**src/hdl/assert_macros.svh**
```systemverilog
// Assertion macros shared by the encoder modules.
`ifndef ASSERT_MACROS_SVH
`define ASSERT_MACROS_SVH

// Same-cycle implication, checked on every rising edge outside reset.
`define ASSERT_IMPL(label, clk, rst, ante, cons) \
  label: assert property (@(posedge clk) disable iff (rst) (ante) |-> (cons)) \
    else $error("assertion failed");

// Next-cycle implication, checked on every rising edge outside reset.
`define ASSERT_NEXT(label, clk, rst, ante, cons) \
  label: assert property (@(posedge clk) disable iff (rst) (ante) |=> (cons)) \
    else $error("assertion failed");

`endif

```
**src/hdl/wsfpe_pkg.sv**
```systemverilog
// Types and constants shared by the pulse encoder modules.
package wsfpe_pkg;

  localparam int TICK_W        = 15;
  localparam int COLOR_W       = 8;
  localparam int IDX_W         = 2;
  localparam int BITS_PER_LED  = 24;
  localparam int BIT_CNT_W     = $clog2(BITS_PER_LED);
  localparam int LED_TOTAL_DEF = 2;
  localparam int ADDR_W        = 4;
  localparam int DATA_W        = 32;

  localparam logic [TICK_W-1:0] ZERO_HIGH_RST = TICK_W'(16);
  localparam logic [TICK_W-1:0] ZERO_LOW_RST  = TICK_W'(34);
  localparam logic [TICK_W-1:0] ONE_HIGH_RST  = TICK_W'(32);
  localparam logic [TICK_W-1:0] ONE_LOW_RST   = TICK_W'(18);

  // register index = paddr[3:2]
  localparam logic [1:0] REG_ZERO_HIGH = 2'd0;
  localparam logic [1:0] REG_ZERO_LOW  = 2'd1;
  localparam logic [1:0] REG_ONE_HIGH  = 2'd2;
  localparam logic [1:0] REG_ONE_LOW   = 2'd3;

  typedef struct packed {
    logic [TICK_W-1:0] zero_high;
    logic [TICK_W-1:0] zero_low;
    logic [TICK_W-1:0] one_high;
    logic [TICK_W-1:0] one_low;
  } cfg_t;

  // controller -> datapath
  typedef struct packed {
    logic store_we;  // write the accepted colour into the store
    logic start;     // rewind the bit sequencer to LED 0, bit 23
    logic step;      // load one pulse into the output register, advance
  } cmd_t;

  // datapath -> controller
  typedef struct packed {
    logic in_range;   // accepted LED index is below the LED count
    logic final_bit;  // sequencer sits on the last bit of the frame
    logic out_free;   // output register empty or being taken
  } sts_t;

endpackage

```
**src/hdl/ws2812_frame_pulse_encoder.sv**
```systemverilog
// Top level of the WS2812 frame pulse encoder.
//
//  channel   | dir | handshake                     | payload
//  ----------+-----+-------------------------------+--------------------------------
//  s_axis    | in  | s_axis_tvalid / s_axis_tready | tdata: led_index, red, green, blue
//  m_axis    | out | m_axis_tvalid / m_axis_tready | tdata: high_ticks, low_ticks; tlast
//  apb       | in  | psel, penable, pready (=1)    | four 15-bit tick registers
//
// Flow: a colour request is taken while the sequencer is idle; the bit sequencer
//   then loads one pulse per cycle into the output register while the sink is ready.
// A request whose LED index is at or above LED_TOTAL is taken and dropped.
// Reset (rst, synchronous): colour store cleared to zero, tick registers to defaults.
// Stalls: m_axis_tready low holds the output register and the sequencer; the next
//   request may be taken while the final pulse still waits in the output register.
module ws2812_frame_pulse_encoder #(
  parameter int LED_TOTAL = wsfpe_pkg::LED_TOTAL_DEF
) (
  input  logic                            clk,
  input  logic                            rst,
  // colour request
  input  logic                            s_axis_tvalid,
  output logic                            s_axis_tready,
  // [1:0] led_index, [9:2] red, [17:10] green, [25:18] blue, [31:26] zero
  input  logic [31:0]                     s_axis_tdata,
  // pulse output
  output logic                            m_axis_tvalid,
  input  logic                            m_axis_tready,
  // [14:0] high_ticks, [29:15] low_ticks, [31:30] zero
  output logic [31:0]                     m_axis_tdata,
  output logic                            m_axis_tlast,
  // configuration
  input  logic                            psel,
  input  logic                            penable,
  input  logic                            pwrite,
  input  logic [wsfpe_pkg::ADDR_W-1:0]    paddr,
  input  logic [wsfpe_pkg::DATA_W-1:0]    pwdata,
  output logic [wsfpe_pkg::DATA_W-1:0]    prdata,
  output logic                            pready
);
  import wsfpe_pkg::*;

  cfg_t cfg;
  cmd_t cmd;
  sts_t sts;

  logic [TICK_W-1:0] high_ticks;
  logic [TICK_W-1:0] low_ticks;

  assign pready = 1'b1;

  wsfpe_regs u_regs (
    .clk     (clk),
    .rst     (rst),
    .psel    (psel),
    .penable (penable),
    .pwrite  (pwrite),
    .paddr   (paddr),
    .pwdata  (pwdata),
    .prdata  (prdata),
    .cfg     (cfg)
  );

  wsfpe_ctrl u_ctrl (
    .clk      (clk),
    .rst      (rst),
    .in_valid (s_axis_tvalid),
    .in_ready (s_axis_tready),
    .sts      (sts),
    .cmd      (cmd)
  );

  wsfpe_dpath #(
    .LED_TOTAL (LED_TOTAL)
  ) u_dpath (
    .clk        (clk),
    .rst        (rst),
    .cmd        (cmd),
    .sts        (sts),
    .cfg        (cfg),
    .led_index  (s_axis_tdata[1:0]),
    .red        (s_axis_tdata[9:2]),
    .green      (s_axis_tdata[17:10]),
    .blue       (s_axis_tdata[25:18]),
    .out_valid  (m_axis_tvalid),
    .out_ready  (m_axis_tready),
    .high_ticks (high_ticks),
    .low_ticks  (low_ticks),
    .last       (m_axis_tlast)
  );

  assign m_axis_tdata = {2'b00, low_ticks, high_ticks};

endmodule

```
**src/hdl/wsfpe_regs.sv**
```systemverilog
// Timing registers behind the APB-style configuration port.
module wsfpe_regs (
  input  logic                           clk,
  input  logic                           rst,
  input  logic                           psel,
  input  logic                           penable,
  input  logic                           pwrite,
  input  logic [wsfpe_pkg::ADDR_W-1:0]   paddr,
  input  logic [wsfpe_pkg::DATA_W-1:0]   pwdata,
  output logic [wsfpe_pkg::DATA_W-1:0]   prdata,
  output wsfpe_pkg::cfg_t                cfg
);
  import wsfpe_pkg::*;

  logic       wr_en;
  logic [1:0] reg_idx;

  assign wr_en   = psel & penable & pwrite;
  assign reg_idx = paddr[3:2];

  always_ff @(posedge clk) begin
    if (rst) begin
      cfg.zero_high <= ZERO_HIGH_RST;
      cfg.zero_low  <= ZERO_LOW_RST;
      cfg.one_high  <= ONE_HIGH_RST;
      cfg.one_low   <= ONE_LOW_RST;
    end else if (wr_en) begin
      unique case (reg_idx)
        REG_ZERO_HIGH: cfg.zero_high <= pwdata[TICK_W-1:0];
        REG_ZERO_LOW:  cfg.zero_low  <= pwdata[TICK_W-1:0];
        REG_ONE_HIGH:  cfg.one_high  <= pwdata[TICK_W-1:0];
        REG_ONE_LOW:   cfg.one_low   <= pwdata[TICK_W-1:0];
        default:       ;
      endcase
    end
  end

  always_comb begin
    unique case (reg_idx)
      REG_ZERO_HIGH: prdata = DATA_W'(cfg.zero_high);
      REG_ZERO_LOW:  prdata = DATA_W'(cfg.zero_low);
      REG_ONE_HIGH:  prdata = DATA_W'(cfg.one_high);
      REG_ONE_LOW:   prdata = DATA_W'(cfg.one_low);
      default:       prdata = '0;
    endcase
  end

endmodule

```
**src/hdl/wsfpe_ctrl.sv**
```systemverilog
// Controller: accepts a colour request and sequences one frame of pulses.
`include "assert_macros.svh"

module wsfpe_ctrl (
  input  logic             clk,
  input  logic             rst,
  input  logic             in_valid,
  output logic             in_ready,
  input  wsfpe_pkg::sts_t  sts,
  output wsfpe_pkg::cmd_t  cmd
);
  import wsfpe_pkg::*;

  typedef enum logic [1:0] {
    ST_IDLE = 2'b01,
    ST_SEND = 2'b10
  } state_t;

  state_t state, state_next;

  always_ff @(posedge clk) begin
    if (rst) begin
      state <= ST_IDLE;
    end else begin
      state <= state_next;
    end
  end

  always_comb begin
    state_next   = state;
    in_ready     = 1'b0;
    cmd.store_we = 1'b0;
    cmd.start    = 1'b0;
    cmd.step     = 1'b0;
    unique case (state)
      ST_IDLE: begin
        in_ready = 1'b1;
        // out-of-range index: request is taken and dropped
        if (in_valid && sts.in_range) begin
          cmd.store_we = 1'b1;
          cmd.start    = 1'b1;
          state_next   = ST_SEND;
        end
      end
      ST_SEND: begin
        cmd.step = sts.out_free;
        if (sts.out_free && sts.final_bit) begin
          state_next = ST_IDLE;
        end
      end
      default: state_next = ST_IDLE;
    endcase
  end

  `ASSERT_NEXT(a_frame_ends, clk, rst, (state == ST_SEND && sts.out_free && sts.final_bit), (state == ST_IDLE))
  `ASSERT_IMPL(a_no_step_idle, clk, rst, (state == ST_IDLE), (!cmd.step))
  `ASSERT_NEXT(a_start_sends, clk, rst, (cmd.start), (state == ST_SEND && !in_ready))

endmodule

```
**src/hdl/wsfpe_dpath.sv**
```systemverilog
// Datapath: colour store, bit sequencer and output pulse register.
`include "assert_macros.svh"

module wsfpe_dpath #(
  parameter int LED_TOTAL = wsfpe_pkg::LED_TOTAL_DEF
) (
  input  logic                              clk,
  input  logic                              rst,
  input  wsfpe_pkg::cmd_t                   cmd,
  output wsfpe_pkg::sts_t                   sts,
  input  wsfpe_pkg::cfg_t                   cfg,
  input  logic [wsfpe_pkg::IDX_W-1:0]       led_index,
  input  logic [wsfpe_pkg::COLOR_W-1:0]     red,
  input  logic [wsfpe_pkg::COLOR_W-1:0]     green,
  input  logic [wsfpe_pkg::COLOR_W-1:0]     blue,
  output logic                              out_valid,
  input  logic                              out_ready,
  output logic [wsfpe_pkg::TICK_W-1:0]      high_ticks,
  output logic [wsfpe_pkg::TICK_W-1:0]      low_ticks,
  output logic                              last
);
  import wsfpe_pkg::*;

  localparam int LED_W = (LED_TOTAL > 1) ? $clog2(LED_TOTAL) : 1;
  localparam logic [BIT_CNT_W-1:0] BIT_TOP  = BIT_CNT_W'(BITS_PER_LED - 1);
  localparam logic [LED_W-1:0]     LED_LAST = LED_W'(LED_TOTAL - 1);

  // packed G[23:16] R[15:8] B[7:0], sent MSB first
  logic [BITS_PER_LED-1:0] store [LED_TOTAL];
  logic [LED_W-1:0]        led_cnt;
  logic [BIT_CNT_W-1:0]    bit_cnt;
  logic [BITS_PER_LED-1:0] word;
  logic                    cur_bit;

  assign word    = store[led_cnt];
  assign cur_bit = word[bit_cnt];

  assign sts.in_range  = (int'(led_index) < LED_TOTAL);
  assign sts.final_bit = (led_cnt == LED_LAST) && (bit_cnt == '0);
  assign sts.out_free  = !out_valid || out_ready;

  always_ff @(posedge clk) begin
    if (rst) begin
      for (int i = 0; i < LED_TOTAL; i++) begin
        store[i] <= '0;
      end
    end else if (cmd.store_we) begin
      store[led_index[LED_W-1:0]] <= {green, red, blue};
    end
  end

  always_ff @(posedge clk) begin
    if (rst) begin
      led_cnt <= '0;
      bit_cnt <= BIT_TOP;
    end else if (cmd.start) begin
      led_cnt <= '0;
      bit_cnt <= BIT_TOP;
    end else if (cmd.step) begin
      if (bit_cnt == '0) begin
        bit_cnt <= BIT_TOP;
        led_cnt <= led_cnt + LED_W'(1);
      end else begin
        bit_cnt <= bit_cnt - BIT_CNT_W'(1);
      end
    end
  end

  always_ff @(posedge clk) begin
    if (rst) begin
      out_valid <= 1'b0;
    end else if (cmd.step) begin
      out_valid <= 1'b1;
    end else if (out_ready) begin
      out_valid <= 1'b0;
    end
  end

  always_ff @(posedge clk) begin
    if (cmd.step) begin
      high_ticks <= cur_bit ? cfg.one_high : cfg.zero_high;
      low_ticks  <= cur_bit ? cfg.one_low  : cfg.zero_low;
      last       <= sts.final_bit;
    end
  end

  `ASSERT_NEXT(a_start_rewinds, clk, rst, (cmd.start), (bit_cnt == BIT_TOP && led_cnt == '0))
  `ASSERT_NEXT(a_last_marked, clk, rst, (cmd.step && sts.final_bit), (out_valid && last))
  `ASSERT_NEXT(a_not_last, clk, rst, (cmd.step && !sts.final_bit), (out_valid && !last))

endmodule

```
**config.mk**
```make
export PLATFORM = sky130hd
export DESIGN_NAME = ws2812_frame_pulse_encoder
export DESIGN_NICKNAME = d
export VERILOG_FILES = /design/src/hdl/wsfpe_pkg.sv /design/src/hdl/ws2812_frame_pulse_encoder.sv /design/src/hdl/wsfpe_regs.sv /design/src/hdl/wsfpe_ctrl.sv /design/src/hdl/wsfpe_dpath.sv
export VERILOG_INCLUDE_DIRS = /design/src /design/src/hdl
export SDC_FILE = /design/constraint.sdc
export NUM_CORES = 1
export LEC_CHECK = 0
export ABC_AREA = 1
export BUFFER_PORTS_ARGS = -buffer_cell sky130_fd_sc_hd__clkbuf_2
export CAP_MARGIN = 20
export CORE_UTILIZATION = 40
export CTS_BUF_LIST = sky130_fd_sc_hd__clkbuf_16
export DETAILED_ROUTE_END_ITERATION = 16
export PLACE_DENSITY = 0.59
export SLEW_MARGIN = 5
export SYNTH_ARGS = -nofsm -noshare
export SYNTH_HDL_FRONTEND = slang
export SYNTH_SLANG_ARGS = --single-unit
export TNS_END_PERCENT = 1
```
**constraint.sdc**
```tcl
create_clock -name clk -period 4.6 [get_ports clk]
set_clock_uncertainty 0.2 [all_clocks]
set_input_delay 0.92 -clock clk [delete_from_list [all_inputs] [get_ports clk]]
set_output_delay 0.92 -clock clk [all_outputs]
set_load 0.01 [all_outputs]
```
==> results of run 1 <==
==> layer usage <==
layer	track usage	wire, µm	vias up
li1	-	-	2738
met1	0.277	7900	2486
met2	0.327	7820	166
met3	0.0371	858	24
met4	0.0838	295	0
met5	0	0	-
==> power by group <==
group | total [µW] | switching (µW) | internal (µW)
sequential | 1450 | 15.3 | 1440
clock | 1420 | 567 | 856
combinational | 183 | 124 | 58.2
total | 3060 | 706 | 2350
==> state kept, by name, indices dropped and copies added (netlist names), named ones only <==
| signal | count |
|---|---|
| u_ctrl.state | 2 |
| u_dpath.bit_cnt | 5 |
| u_dpath.high_ticks | 15 |
| u_dpath.last | 1 |
| u_dpath.led_cnt | 1 |
| u_dpath.low_ticks | 15 |
| u_dpath.out_valid | 1 |
| u_dpath.store | 48 |
| u_regs.cfg | 60 |
==> through the flow <==
| stage | instances | hold WS, ns |
|---|---|---|
| 2_1_floorplan | 816 | 0.251 |
| 3_3_place_gp | 1088 | 0.269 |
| 3_5_place_dp | 1088 | 0.272 |
| 4_1_cts | 1120 | 0.287 |
| 5_1_grt | 1120 | 0.319 |
| 6_report | 1120 | 0.286 |
==> cells in the final DEF, fill, tap and decap left out, types with 20 or more instances in the layout <==
cell type,n
buf_4,20
nor2_1,183
dfxtp_1,70
inv_1,46
o21ai_0,59
nand2_1,188
clkbuf_2,97
conb_1,20
nand3_1,65
edfxtp_1,79
==> area by class of cell <==
type                    count  area (µm²)
well taps                 216         270
fillers                  1581        8230
clock inverters            15         176
inverters                  50         190
multi-input cells         556        2360
clock buffers              17         425
repair buffers            117         636
flip-flops and latches    149        3770
==> kinds of logic after synthesis <==
logic type / synth area share
adder cells (fa/ha/maj): 0.00188
other: 0.00113
flip-flops: 0.568
XOR/XNOR: 0.00264
AND/OR/NAND/NOR: 0.280
buffers and inverters: 0.0883
AO/OA/AOI/OAI: 0.0578
==> worst max-delay path, cell delays in order <==
cell and delay (ns):
clkbuf_2 0.11, inv_1 0.05, nor2_2 0.68, nand2_1 0.11, nand4_1 0.19, clkbuf_2 0.16
==> worst max path at each step <==
| stage | end | slack (ns) | from |
|---|---|---|---|
| detailed placement | prdata[1] | 1.32 | paddr[3] |
| finish | prdata[0] | 1.26 | paddr[3] |
| floorplan | register | 1.11 | m_axis_tready |
| global route | prdata[0] | 1.16 | paddr[3] |
| global placement | prdata[0] | 1.32 | paddr[3] |
| CTS | prdata[0] | 1.31 | paddr[3] |
==> results.txt, run 1 <==
----------------------------------------------------
[Placed design]
  Dpl ws ... approximately 1.3 ns
  Area after detailed placement ... between 7000 and 8000 µm²
  Buffers added on ports ... between 90 and 100
  Post-detailed-placement half-perimeter wirelength ... 10.4 mm
  Global placement routability congestion ... 0.798

[Global route]
  Total track usage ... 0.206
  Total grt overflow ... 0
  Initial antenna violation count ... 0
  Vias in the first global route ... ~5000
  Wire length of the first global-routing pass ... ~26 mm
  Largest net degree at the start of global routing ... 63

[Clock tree]
  Clock Tree Buf Depth ... 2
  Insertion delay of the later-clocked pin in the worst-skew pair ... 0.43 ns
  Post-cts resize count ... 0
  Number of CTS-inserted buffers ... 17
  Clock root buffer ... clkbuf_16
  Number of setup buffers added after CTS ... 0
  Clock edge transition at the registers on the reported setup and hold paths ... roughly 0.060 ns
  Clock tree from TritonCTS ... built
  Number of levels in the clock H-tree ... 4
  Number of hold-repair buffers added at the cts stage ... 0
  Number of sinks driven by the clock tree ... between 100 and 150

[Logic synthesis]
  Dominant cell type by area after synthesis ... edfxtp_1
  Area share of the largest cell type after synthesis ... 0.357
  Synth cell count leaders ... 188 x nand2_1, 184 x nor2_1, 79 x edfxtp_1
  Average footprint of a synthesized cell ... ~8.3 µm²
  Synth top area cells ... edfxtp_1 36%, dfxtp_1 21%, nand2_1 11%, nor2_1 10%, nand3_1 4.9%
  Netlist Area Pre-Place ... ~6600 µm²
  Distinct cell type count of the synthesized netlist ... 26
  Asr flop ratio synth ... 0
  Number of synthesized register bits ... between 100 and 150
  Number of synthesized flops with an enable pin ... 79
  Number of warnings printed during yosys synthesis ... 0
  Most used DFF post-synth ... edfxtp_1
  Gate count after technology mapping ... about 800
  Sequential fraction of the synthesis area ... 0.568
  Most numerous cell in the Yosys netlist ... nand2_1

[Die]
  Number of I/O pins ... roughly 140
  Die height ... around 130 µm
  Initial Util ... 0.414
  Die area ... about 17000 µm²
  Die boundary width ... between 100 and 150 µm
  Row count ... between 40 and 50
  Core footprint ... around 16000 µm²

[Detailed routing]
  Mean number of vias per cell ... approximately 4.8
  Number of remaining DRC errors ... 0
  Remaining antenna violation count ... 0
  Via count ... 5414
  WL per Instance ... 15.1 µm
  Overall routed net length ... 16.9 mm
  Length of the first detailed-routing pass in iterations ... 5
  Count of routing violations after the opening detailed-route iteration ... between 300 and 400

[Finish]
  Area grow syn2layout ... 17.8%
  Antenna diodes ... 0
  Layout cell share with drive strength beyond 1 ... 0.173
  Nets@finish ... between 900 and 1000
  Post-route cell area ... 7830 µm²
  Utilization after layout ... 0.488

[Job]
  Number of maximum-capacitance violations ... 0

[STA]
  Final cycle utilization of the critical path ... 0.727
  Hold violation total from the final report ... 0
  Slew at the pin closest to its max-slew limit ... about 0.91 ns
  Final slew viol count ... 0
  Setup repair after global routing missed its margin ... false
  Worst slew slack as a fraction of its limit ... 0.391
  Final TNS setup ... 0 ns
  Post-route setup slack ... around 1.3 ns
  Fmax achieved ... 299 MHz
  Final critical path time including I/O delays and setup ... 3.34 ns
  Number of setup violations in the final report ... 0

[Setup path]
  Crit. End Element ... output pin
  Crit path max fanout ... 16
  R2R Path Start ... u_dpath.bit_cnt[0]
  Category of the most critical setup path ... primary input to output pin
  Required time of the worst setup path ... between 3 and 4 ns
  Launching element type of the critical path ... primary input
  Worst reg2reg path endpoint ... u_dpath.low_ticks[8]
  Count of cells along the worst register-to-register path ... 10
  Worst Path Arrival ... around 2.2 ns
  Internal reg-to-reg setup slack ... between 2 and 2.5 ns

[Worst hold path]
  Hold Path Cell Cnt ... 2
  Hold Path Class ... register to register
  Start point of the worst min-delay path ... u_regs.cfg[4]
  Hold endpoint ... u_regs.cfg[4]

[Pwr]
  Static Leakage ... approximately 0.0035 µW
  Total chip power ... between 3000 and 4000 µW
  Worst vdd rail ir drop ... approximately 260 µV
  Power density relative to cell area ... just under 400 nW/µm²

[Outcome]
  Outcome ... complete, no violations

----------------------------------------------------
Note: power is estimated with default switching activity, not from simulation.
==> inputs of run 2 (changes only) <==
--- a/config.mk
+++ b/config.mk
@@ -6,13 +6,13 @@
 export SDC_FILE = /design/constraint.sdc
 export NUM_CORES = 1
 export LEC_CHECK = 0
-export ABC_AREA = 1
+export ABC_AREA = 0
 export BUFFER_PORTS_ARGS = -buffer_cell sky130_fd_sc_hd__clkbuf_2
 export CAP_MARGIN = 20
 export CORE_UTILIZATION = 40
 export CTS_BUF_LIST = sky130_fd_sc_hd__clkbuf_16
 export DETAILED_ROUTE_END_ITERATION = 16
-export PLACE_DENSITY = 0.59
+export PLACE_DENSITY = 0.61
 export SLEW_MARGIN = 5
 export SYNTH_ARGS = -nofsm -noshare
 export SYNTH_HDL_FRONTEND = slang
==> constraint.sdc (replaced) <==
create_clock -name clk -period 2.8 [get_ports clk]
set_clock_uncertainty 0.2 [all_clocks]
set_input_delay 0.56 -clock clk [delete_from_list [all_inputs] [get_ports clk]]
set_output_delay 0.56 -clock clk [all_outputs]
set_load 0.01 [all_outputs]
==> results.txt, run 2 <==
----------------------------------------------------
[Outcome]
  Outcome ... complete, no violations (unchanged)

[Die]
  Number of I/O pins ... 143 (unchanged)
  Die area ... 17100 µm² (about the same)
  Initial Util ... 0.414 (about the same)
  Row count ... 46 (unchanged)
  Die boundary width ... 131 µm (about the same)
  Core footprint ... 16100 µm² (unchanged)
  Die height ... 131 µm (about the same)

[Detailed routing]
  Remaining antenna violation count ... 0 (unchanged)
  Count of routing violations after the opening detailed-route iteration ... 236 (was 356)
  WL per Instance ... 15.6 µm (was 15.1 µm)
  Mean number of vias per cell ... 4.91 (was 4.83)
  Overall routed net length ... 13.7 mm (was 16.9 mm)
  Length of the first detailed-routing pass in iterations ... 5 (unchanged)
  Number of remaining DRC errors ... 0 (unchanged)
  Via count ... 4325 (was 5414)

[Finish]
  Antenna diodes ... 0 (unchanged)
  Footprint of the multi-input gates ... 2630 µm² (was 2360 µm²)
  Most common library cell in the layout ignoring fill and taps ... nand2_1 (unchanged)
  Post-route cell area ... 7960 µm² (was 7830 µm²)
  Layout cell share with drive strength beyond 1 ... 0.307 (was 0.173)
  Largest regs ... u_regs.cfg: 60 flops, u_dpath.store: 48 flops (unchanged)
  Area grow syn2layout ... 19.8% (was 17.8%)
  Flip-flop count of the largest register after layout ... 60 (unchanged)
  Nets@finish ... 728 (was 967)
  Most frequent cells in the layout ... 127 x nand2_1, 97 x clkbuf_2, 79 x edfxtp_1 (was 188 x nand2_1, 183 x nor2_1, 97 x clkbuf_2)
  FILL cells ... 1402 (was 1581)
  Largest register by flop count ... u_regs.cfg (unchanged)
  Reg area ... 3770 µm² (unchanged)
  Layout Cells excl Fill ... 881 (was 1120)

[Logic synthesis]
  Sequential fraction of the synthesis area ... 0.568 (about the same)
  Most numerous cell in the Yosys netlist ... nand2_1 (unchanged)
  Netlist Area Pre-Place ... 6640 µm² (was 6650 µm²)
  Most used DFF post-synth ... edfxtp_1 (unchanged)
  Area share of the largest cell type after synthesis ... 0.357 (about the same)
  Number of warnings printed during yosys synthesis ... 0 (unchanged)
  Dominant cell type by area after synthesis ... edfxtp_1 (unchanged)
  Distinct cell type count of the synthesized netlist ... 38 (was 26)
  Number of synthesized flops with an enable pin ... 79 (unchanged)
  Synth cell count leaders ... 127 x nand2_1, 79 x edfxtp_1, 70 x dfxtp_1 (was 188 x nand2_1, 184 x nor2_1, 79 x edfxtp_1)
  Gate count after technology mapping ... 561 (was 798)
  Average footprint of a synthesized cell ... 11.8 µm² (was 8.33 µm²)
  Number of synthesized register bits ... 149 (unchanged)
  Synth top area cells ... edfxtp_1 36%, dfxtp_1 21%, mux4_2 8.5%, nand2_1 7.2%, mux2_4 6.8% (was edfxtp_1 36%, dfxtp_1 21%, nand2_1 11%, nor2_1 10%, nand3_1 4.9%)
  Asr flop ratio synth ... 0 (unchanged)

[STA]
  Final TNS setup ... 0 ns (unchanged)
  Final cycle utilization of the critical path ... 0.948
  Final slew viol count ... 0 (unchanged)
  Smallest hold slack ... 0.202 ns (was 0.286 ns)
  Slew at the pin closest to its max-slew limit ... 0.684 ns (was 0.912 ns)
  Number of setup violations in the final report ... 0 (unchanged)
  Fmax achieved ... roughly 380 MHz
  Worst slew slack as a fraction of its limit ... 0.544 (was 0.391)
  Setup repair after global routing missed its margin ... false (unchanged)
  Final critical path time including I/O delays and setup ... between 2 and 3 ns
  Hold violation total from the final report ... 0 (unchanged)

[Global route]
  Wire length of the first global-routing pass ... 21.7 mm (was 26.0 mm)
  Initial antenna violation count ... 0 (unchanged)
  Vias in the first global route ... 4340 (was 4950)
  Total grt overflow ... 0 (unchanged)
  Largest net degree at the start of global routing ... 68 (was 63)
  Total track usage ... 0.171 (was 0.206)

[Clock tree]
  Number of setup buffers added after CTS ... 0 (unchanged)
  Clock edge transition at the registers on the reported setup and hold paths ... 0.06 ns (about the same)
  Number of sinks driven by the clock tree ... 149 (unchanged)
  Number of levels in the clock H-tree ... 4 (unchanged)
  Number of hold-repair buffers added at the cts stage ... 0 (unchanged)
  Clock tree from TritonCTS ... built (unchanged)
  Number of CTS-inserted buffers ... 17 (unchanged)
  Insertion delay of the later-clocked pin in the worst-skew pair ... 0.42 ns (was 0.43 ns)
  Post-cts resize count ... 0 (unchanged)
  Clock Tree Buf Depth ... 2 (unchanged)
  Clock root buffer ... clkbuf_16 (unchanged)

[Placed design]
  Global placement routability congestion ... 0.767 (was 0.798)
  DP Cell Count ... 849 (was 1088)
  Area after detailed placement ... 7310 µm² (was 7230 µm²)
  Post-detailed-placement half-perimeter wirelength ... 8.94 mm (was 10.4 mm)
  Buffers added on ports ... 97 (unchanged)

[Setup path]
  Crit. End Element ... register (was output pin)
  Count of cells along the worst register-to-register path ... 7 (was 10)
  Launching element type of the critical path ... register (was primary input)
  Internal reg-to-reg setup slack ... 0.15 ns (was 2.01 ns)
  Category of the most critical setup path ... register to register (was primary input to output pin)
  Required time of the worst setup path ... 2.77 ns (was 3.48 ns)
  Crit path max fanout ... 22 (was 16)
  Most frequent cell on the critical path ... buf_12 (was clkbuf_2)
  Worst Path Arrival ... 2.62 ns (was 2.22 ns)
  Critical path cell sequence ... buf_12 > mux4_1 > mux2i_1 > a221oi_1 > a21oi_4 > buf_12 > mux2_4 (was clkbuf_2 > inv_1 > nor2_2 > nand2_1 > nand4_1 > clkbuf_2)
  Largest stage delay, worst path ... 0.57 ns (was 0.68 ns)
  Critical Path Slowest Stage Cell ... mux4_1 (was nor2_2)
  Destination of the critical timing path ... u_dpath.high_ticks[12] (was prdata[0])
  Worst reg2reg path endpoint ... u_dpath.high_ticks[12] (was u_dpath.low_ticks[8])

[Pwr]
  Static Leakage ... 0.00320 µW (was 0.00348 µW)
  Power density relative to cell area ... 638 nW/µm² (was 390 nW/µm²)
  Total chip power ... 5080 µW (was 3060 µW)
  Worst vdd rail ir drop ... 425 µV (was 264 µV)

[Job]
  Number of maximum-capacitance violations ... 0 (unchanged)

[Worst hold path]
  Hold Path Class ... primary input to register (was register to register)
  Start point of the worst min-delay path ... pwdata[4] (was u_regs.cfg[4])

----------------------------------------------------
-- run 2: stage by stage --
step	utilization	worst slack, ns
global placement	0.455	0.137
CTS	0.496	0.117
finish	0.496	0.147
global route	0.496	0.0325
detailed placement	0.455	0.129
floorplan	-	0.128
-- run 2: worst min path at each step --
stage	end	depth (start not counted)
2_1_floorplan	u_regs.cfg[15]	2
3_3_place_gp	u_regs.cfg[52]	2
3_5_place_dp	u_regs.cfg[23]	2
4_1_cts	u_regs.cfg[46]	3
5_1_grt	u_regs.cfg[3]	3
6_report	u_regs.cfg[19]	3
-- run 2: critical path, delay by kind of cell, from the launching register on --
| family | cells | cell delay, ns |
|---|---|---|
| flip-flops | 1 | 0.35 |
| multiplexers | 3 | 1.10 |
| AO/OA/AOI/OAI | 2 | 0.34 |
| buffers and inverters | 2 | 0.40 |
-- run 2: per-layer routing --
metal / vias to the layer above / track usage / part of all wire
met1: 2078 / 0.194 / 0.41
met4: 0 / 0.0737 / 0.018
met2: 123 / 0.305 / 0.52
li1: 2103 / - / -
met5: - / 0 / 0
met3: 21 / 0.0448 / 0.049
-- run 2: final cells by class --
type                    instances  area share
inverters                       3     0.00142
flip-flops and latches        149       0.474
clock inverters                13      0.0212
clock buffers                  19      0.0597
repair buffers                111      0.0789
well taps                     216      0.0340
multi-input cells             370       0.331
-- run 2: power by group --
| group | switching [µW] | leakage (µW) | internal, µW |
|---|---|---|---|
| logic | 151 | 0.00149 | 112 |
| clock network | 932 | 0.000315 | 1520 |
| registers | 17.7 | 0.00139 | 2340 |
| total | 1100 | 0.00320 | 3980 |
-- run 2: logic make-up (layout without fill, tap and decap cells) --
logic type | after synthesis | count (layout) | share of synthesized area
fa+ha+maj | 1 | 1 | 0.00188
other cells | 2 | 20 | 0.00113
xor+xnor | 2 | 2 | 0.00264
mux | 60 | 60 | 0.165
compound gates | 65 | 65 | 0.0525
simple gates | 222 | 222 | 0.159
buf+inv | 60 | 146 | 0.0501
flops | 149 | 149 | 0.568
